### src/rtl/core/owu_sqrt.sv
// owu_sqrt: pipelined integer square root, one root bit per stage
// self-contained, no package dependency
`default_nettype none

module owu_sqrt #(
  parameter int RW = 24
) (
  input  wire logic            clk_i,
  input  wire logic            rst_ni,
  input  wire logic            en_i,
  input  wire logic [2*RW-1:0] rad_i,
  output logic      [RW-1:0]   root_o
);

  logic [2*RW-1:0] rad_q  [RW];
  logic [RW+1:0]   rem_q  [RW];
  logic [RW-1:0]   root_q [RW];
  logic [2*RW-1:0] rad_d  [RW];
  logic [RW+1:0]   rem_d  [RW];
  logic [RW-1:0]   root_d [RW];

  always_comb begin
    logic [2*RW-1:0] rad_in;
    logic [RW+1:0]   rem_in;
    logic [RW-1:0]   root_in;
    logic [RW+1:0]   rem_t;
    logic [RW+1:0]   trial;
    for (int k = 0; k < RW; k++) begin
      if (k == 0) begin
        rad_in  = rad_i;
        rem_in  = '0;
        root_in = '0;
      end else begin
        rad_in  = rad_q[k-1];
        rem_in  = rem_q[k-1];
        root_in = root_q[k-1];
      end
      rem_t = {rem_in[RW-1:0], rad_in[2*RW-1 -: 2]};
      trial = {root_in, 2'b01};
      rad_d[k] = rad_in << 2;
      if (rem_t >= trial) begin
        rem_d[k]  = rem_t - trial;
        root_d[k] = {root_in[RW-2:0], 1'b1};
      end else begin
        rem_d[k]  = rem_t;
        root_d[k] = {root_in[RW-2:0], 1'b0};
      end
    end
  end

  always_ff @(posedge clk_i or negedge rst_ni) begin
    if (!rst_ni) begin
      for (int k = 0; k < RW; k++) begin
        rad_q[k]  <= '0;
        rem_q[k]  <= '0;
        root_q[k] <= '0;
      end
    end else if (en_i) begin
      for (int k = 0; k < RW; k++) begin
        rad_q[k]  <= rad_d[k];
        rem_q[k]  <= rem_d[k];
        root_q[k] <= root_d[k];
      end
    end
  end

  assign root_o = root_q[RW-1];

endmodule

`default_nettype wire

### config.mk
export PLATFORM = sky130hd
export DESIGN_NAME = owu_sqrt
export DESIGN_NICKNAME = d
export VERILOG_FILES = /design/src/rtl/core/owu_sqrt.sv
export SDC_FILE = /design/constraint.sdc
export NUM_CORES = 2
export LEC_CHECK = 0
export ABC_AREA = 1
export BUFFER_PORTS_ARGS = -buffer_cell sky130_fd_sc_hd__buf_4
export CAP_MARGIN = 30
export CORE_ASPECT_RATIO = 0.6
export CORE_MARGIN = 8
export CORE_UTILIZATION = 50
export CTS_BUF_LIST = sky130_fd_sc_hd__clkbuf_8
export DETAILED_ROUTE_END_ITERATION = 10
export PLACE_DENSITY_LB_ADDON = 0.2
export SKIP_LAST_GASP = 1
export SYNTH_ARGS = -nofsm -noshare
export SYNTH_HDL_FRONTEND = slang
export SYNTH_SLANG_ARGS = --single-unit
### constraint.sdc
create_clock -name clk_i -period 2.9 [get_ports clk_i]
set_clock_uncertainty 0.1 [all_clocks]
set_input_delay 0.29 -clock clk_i [delete_from_list [all_inputs] [get_ports clk_i]]
set_output_delay 0.29 -clock clk_i [all_outputs]
set_load 0.01 [all_outputs]
Yosys cells after proc, flatten, opt, wreduce, memory -nomap -nowiden
Index checks and enable logic that the tools add are counted.
{"block": "word_totals", "register_bits": 1404}
{"block": "op_classes", "magnitude_cmp": 24, "add_sub_neg": 23, "n_mux": 47}
{"op": "24-bit two-way mux", "count": 23}
{"op": "26-bit by 10-bit >= comparator with 1-bit output", "count": 1}
{"op": "26-bit by 11-bit >= comparator with 1-bit output", "count": 1}
{"op": "26-bit by 12-bit >= comparator with 1-bit output", "count": 1}
{"op": "26-bit by 13-bit >= comparator with 1-bit output", "count": 1}
{"op": "26-bit by 14-bit >= comparator with 1-bit output", "count": 1}
{"op": "26-bit by 15-bit >= comparator with 1-bit output", "count": 1}
{"op": "26-bit by 16-bit >= comparator with 1-bit output", "count": 1}
{"op": "26-bit by 17-bit >= comparator with 1-bit output", "count": 1}
{"op": "26-bit by 18-bit >= comparator with 1-bit output", "count": 1}
{"op": "26-bit by 19-bit >= comparator with 1-bit output", "count": 1}
{"op": "26-bit by 20-bit >= comparator with 1-bit output", "count": 1}
{"op": "26-bit by 21-bit >= comparator with 1-bit output", "count": 1}
{"op": "26-bit by 22-bit >= comparator with 1-bit output", "count": 1}
{"op": "26-bit by 23-bit >= comparator with 1-bit output", "count": 1}
{"op": "26-bit by 24-bit >= comparator with 1-bit output", "count": 1}
{"op": "26-bit by 25-bit >= comparator with 1-bit output", "count": 1}
{"op": "26-bit by 3-bit >= comparator with 1-bit output", "count": 1}
{"op": "26-bit by 4-bit >= comparator with 1-bit output", "count": 1}
{"op": "26-bit by 5-bit >= comparator with 1-bit output", "count": 1}
{"op": "26-bit by 6-bit >= comparator with 1-bit output", "count": 1}
{"op": "26-bit by 7-bit >= comparator with 1-bit output", "count": 1}
{"op": "26-bit by 8-bit >= comparator with 1-bit output", "count": 1}
{"op": "26-bit by 9-bit >= comparator with 1-bit output", "count": 1}
{"op": "25 further kinds", "count": 48}

Depth between registers and ports, before layout
{"block": "depth", "depth_word": 2, "mapped_depth": 16, "ltp_nobuf": 15}

Worst setup path after synthesis
OpenSTA, ideal clock, no wires.
{"block": "synth_path", "path_type": "reg2reg", "startpoint": "register rem_q[521] in the netlist's numbering", "endpoint": "register rem_q[512] in the netlist's numbering", "setup_time_ns": 0.132, "arrival_time_ns": 1.807, "path_slack_ns": 0.861, "synth_period_minus_slack_ns": 2.039, "stages_incl_launch_ff": 11, "path_cell_list": "dfrtp_1 -> ha_1 -> a21oi_2 -> o21ai_2 -> a21boi_2 -> nand2_2 -> nor2_4 -> nand2_4 -> buf_6 -> nand3_1 -> o21ai_0"}
{"block": "synth_between", "elab_chain_cells": 2, "word_cells_on_any_way": 3}
{"element": "start: declaration", "line": "16", "rtl": "logic [RW+1:0] rem_q [RW];"}
{"element": "start signal: indexed assignment", "line": "61", "rtl": "rem_q[k] <= rem_d[k];"}
{"element": "24-bit by 6-bit subtractor with 24-bit output / 26-bit by 6-bit >= comparator with 1-bit output (equally long branches)", "line": "42, 41"}
{"element": "24-bit two-way mux (*)", "line": "41", "rtl": "if (rem_t >= trial) begin"}
Every way passes the cells marked *; elsewhere a longest branch is shown, timed or not.
A chain may end at the register's enable or synchronous reset.

Final worst setup path
{"block": "layout_path", "startpoint": "register rem_q[112] in the netlist's numbering", "endpoint": "register rem_q[90] in the netlist's numbering"}
{"block": "layout_between", "elab_chain_cells": 2, "word_cells_on_any_way": 3}
{"element": "24-bit by 22-bit subtractor with 24-bit output / 26-bit by 22-bit >= comparator with 1-bit output (equally long branches)", "line": "42, 41"}
{"element": "24-bit two-way mux (*)", "line": "41"}
Marks and branches as above.

==> flow_summary.json <==
{
  "dieHeight_um": 330,
  "cts_root_buffer": "clkbuf_8",
  "antenna_found_initial": 4,
  "status": "completed",
  "hold_viol_final": 0,
  "dieWidth_um": 540,
  "ys_types": 61,
  "drt_wl_total_um": 273000,
  "yosysTopAreaCellShare": 0.417,
  "ir_drop_uv": 539,
  "htreeDepth": 4,
  "highest_layer": "met4",
  "vias": 77000,
  "core_um2": 164000,
  "setup_slack_ns": 0.123,
  "nNetsFinal": 12300,
  "synth_warnings": 0,
  "final_cell_mix": "nand2_1 (4,827), inv_1 (1,439), dfrtp_1 (1,374)",
  "slew_headroom": 0.531,
  "synthFlopType": "dfrtp_1",
  "utilization": 0.558,
  "synth_cells": 11700,
  "criticalPathCategory": "flop to flop",
  "dr.pass1.iters": 8,
  "hp-class": "input port to flop",
  "wire_per_inst_um": 19.1,
  "post_route_cells_drive_above_1_share": 0.0651,
  "initial_utilization": 0.503,
  "r2r_start": "rem_q[112]$_DFFE_PN0P_",
  "power_density_nw_per_um2": 1060,
  "place_inst": 13800,
  "worst_pin_slew_ns": 0.700,
  "grt_overflow": 0,
  "cp.required_ns": 3.58,
  "drv_slew": 0,
  "period_share": 0.957,
  "wl_met1_um": 137000,
  "clk_path_buf_depth": 4,
  "synth_seq_cells": 1374,
  "place_ws_ns": 0.267,
  "drt_iter0_drc": 8055,
  "grt_pass1_vias": 72200,
  "numPortBuffers": 74,
  "setup_viol": 0,
  "synth_area_per_cell_um2": 7.02,
  "critPathCapture": "rem_q[90]$_DFFE_PN0P_",
  "p_leak_uw": 0.0490,
  "clock_latency_ns": 0.97,
  "synth_fp_nets": 12100,
  "ios": 75,
  "yosysSeqAreaShare": 0.417,
  "die_area_um2": 178000,
  "cts_tree": "done",
  "drt-vias-per-instance": 5.39,
  "synth_top_cell_by_area": "dfrtp_1",
  "synth_area_um2": 82400,
  "cts_sinks": 1374,
  "dp_hpwl_um": 207000,
  "start_kind": "flop",
  "wl_met3_um": 27900,
  "arrival_ns": 3.46,
  "fmax_ghz": 0.360,
  "final_common_cell": "nand2_1",
  "synth_edf_count": 0,
  "num_rows": 115,
  "path_clk_slew_ns": 0.06,
  "critPathMaxFanout": 13,
  "instances_no_fill": 14300,
  "wl_met2_um": 103000,
  "r2r_slack_ns": 0.12,
  "drv_cap": 0,
  "ff2ff_path_depth": 11,
  "r2r_end": "rem_q[90]$_DFFE_PN0P_",
  "antenna_left": 0,
  "grtUsageTotal": 0.299,
  "rsz0062_at_grt": "no",
  "startpoint": "rem_q[112]$_DFFE_PN0P_",
  "synth.area.top_cells": "dfrtp_1 (42%), nand2_1 (22%), inv_1 (6.3%), nand3_1 (5.9%), ha_1 (4.9%)",
  "area_growth_pct": 11.0,
  "fin_setup_tns_ns": 0,
  "min_period_ns": 2.78,
  "end_kind": "flop",
  "cts_buffers": 223,
  "grt_max_degree": 128,
  "drc": 0,
  "postCtsSetupRepairBufs": 0,
  "gp_congestion": 0.988,
  "grt_pass1_wl_um": 423000,
  "async_reset_ff_frac": 1.00
}
Yosys cell counts, types with 103 or more instances:
cell,count
nand2_1,4827
dfrtp_1,1374
inv_1,1374
nand3_1,978
o21ai_0,641
nor2_1,640
ha_1,325
a21oi_1,253
clkbuf_1,218
nand4_1,176
nand3b_1,122
xnor2_1,106
xor2_1,103
registers in the layout, summed over array words and instances, names as in the netlist:
name and flops:
root_o 24, root_q 276, rem_q 522, rad_d 506, rad_q 46
what timing repair did:
action,CTS,global route
hold buffers,98,0
gates resized for setup,0,0
hold endpoints to repair,1528,0
metrics by stage:
step | area [µm²] | hold slack [ns] | total power [µW]
6_report | 91400 | 0.151 | 97100
4_1_cts | 91400 | 0.0430 | 96100
3_3_place_gp | 85800 | 0.171 | 77500
5_1_grt | 91400 | 0.0997 | 105000
3_5_place_dp | 85800 | 0.170 | 77600
2_1_floorplan | 82400 | -0.106 | 61800
cell type report:
cell class | instances | area (µm²)
multi-input cells | 8596 | 40900
well taps | 2164 | 2710
diodes | 2 | 5.00
inverters | 1386 | 5210
fillers | 15900 | 72300
clock inverters | 125 | 970
flip-flops and latches | 1374 | 34400
clock buffers | 266 | 3660
repair buffers | 370 | 3640
per-layer routing:
| metal | vias to the layer above | global-route usage |
|---|---|---|
| met5 | - | 0 |
| met4 | 0 | 0.0640 |
| li1 | 37300 | - |
| met1 | 36600 | 0.479 |
| met2 | 2741 | 0.391 |
| met3 | 317 | 0.0837 |
cell families (layout without fill, tap and decap cells):
| group | after synthesis | after routing | synth area share |
|---|---|---|---|
| buffers and inverters | 1767 | 2147 | 0.0865 |
| adders and majority gates | 325 | 325 | 0.0494 |
| xor gates and xnor gates | 209 | 209 | 0.0222 |
| AOI/OAI and AO/OA | 1047 | 1047 | 0.0679 |
| other | 0 | 2 | 0 |
| and+or+nand+nor | 7015 | 7015 | 0.357 |
| DFF | 1374 | 1374 | 0.417 |
power by group:
group	total (µW)	switching [µW]	internal, µW
sequential	29300	5120	24200
clock	18000	8330	9710
combinational	49700	33400	16400
how the worst min path moves through the flow:
stage              start                       to  slack [ns]  cells after the start
2_1_floorplan     rst_ni  rad_d[1000]$_DFFE_PN0P_       -0.11                      0
3_3_place_gp      rst_ni   root_q[38]$_DFFE_PN0P_        0.17                      1
3_5_place_dp      rst_ni   root_q[38]$_DFFE_PN0P_        0.17                      1
4_1_cts        rad_i[16]  rad_d[1076]$_DFFE_PN0P_        0.04                      4
5_1_grt        rad_i[16]  rad_d[1076]$_DFFE_PN0P_         0.1                      4
6_report       rad_i[16]  rad_d[1076]$_DFFE_PN0P_        0.15                      4
critical path: stages, from the launching register on:
cell     delay, ns
dfrtp_1       0.46
ha_1          0.39
nand2_2       0.10
inv_2         0.09
nand2_1       0.14
nor3_4        0.32
nand3_4       0.26
nand2_4       0.15
buf_4         0.25
nand3_2       0.08
nand3_1       0.16
nand2_1       0.10
Note: power is estimated with default switching activity, not from simulation.
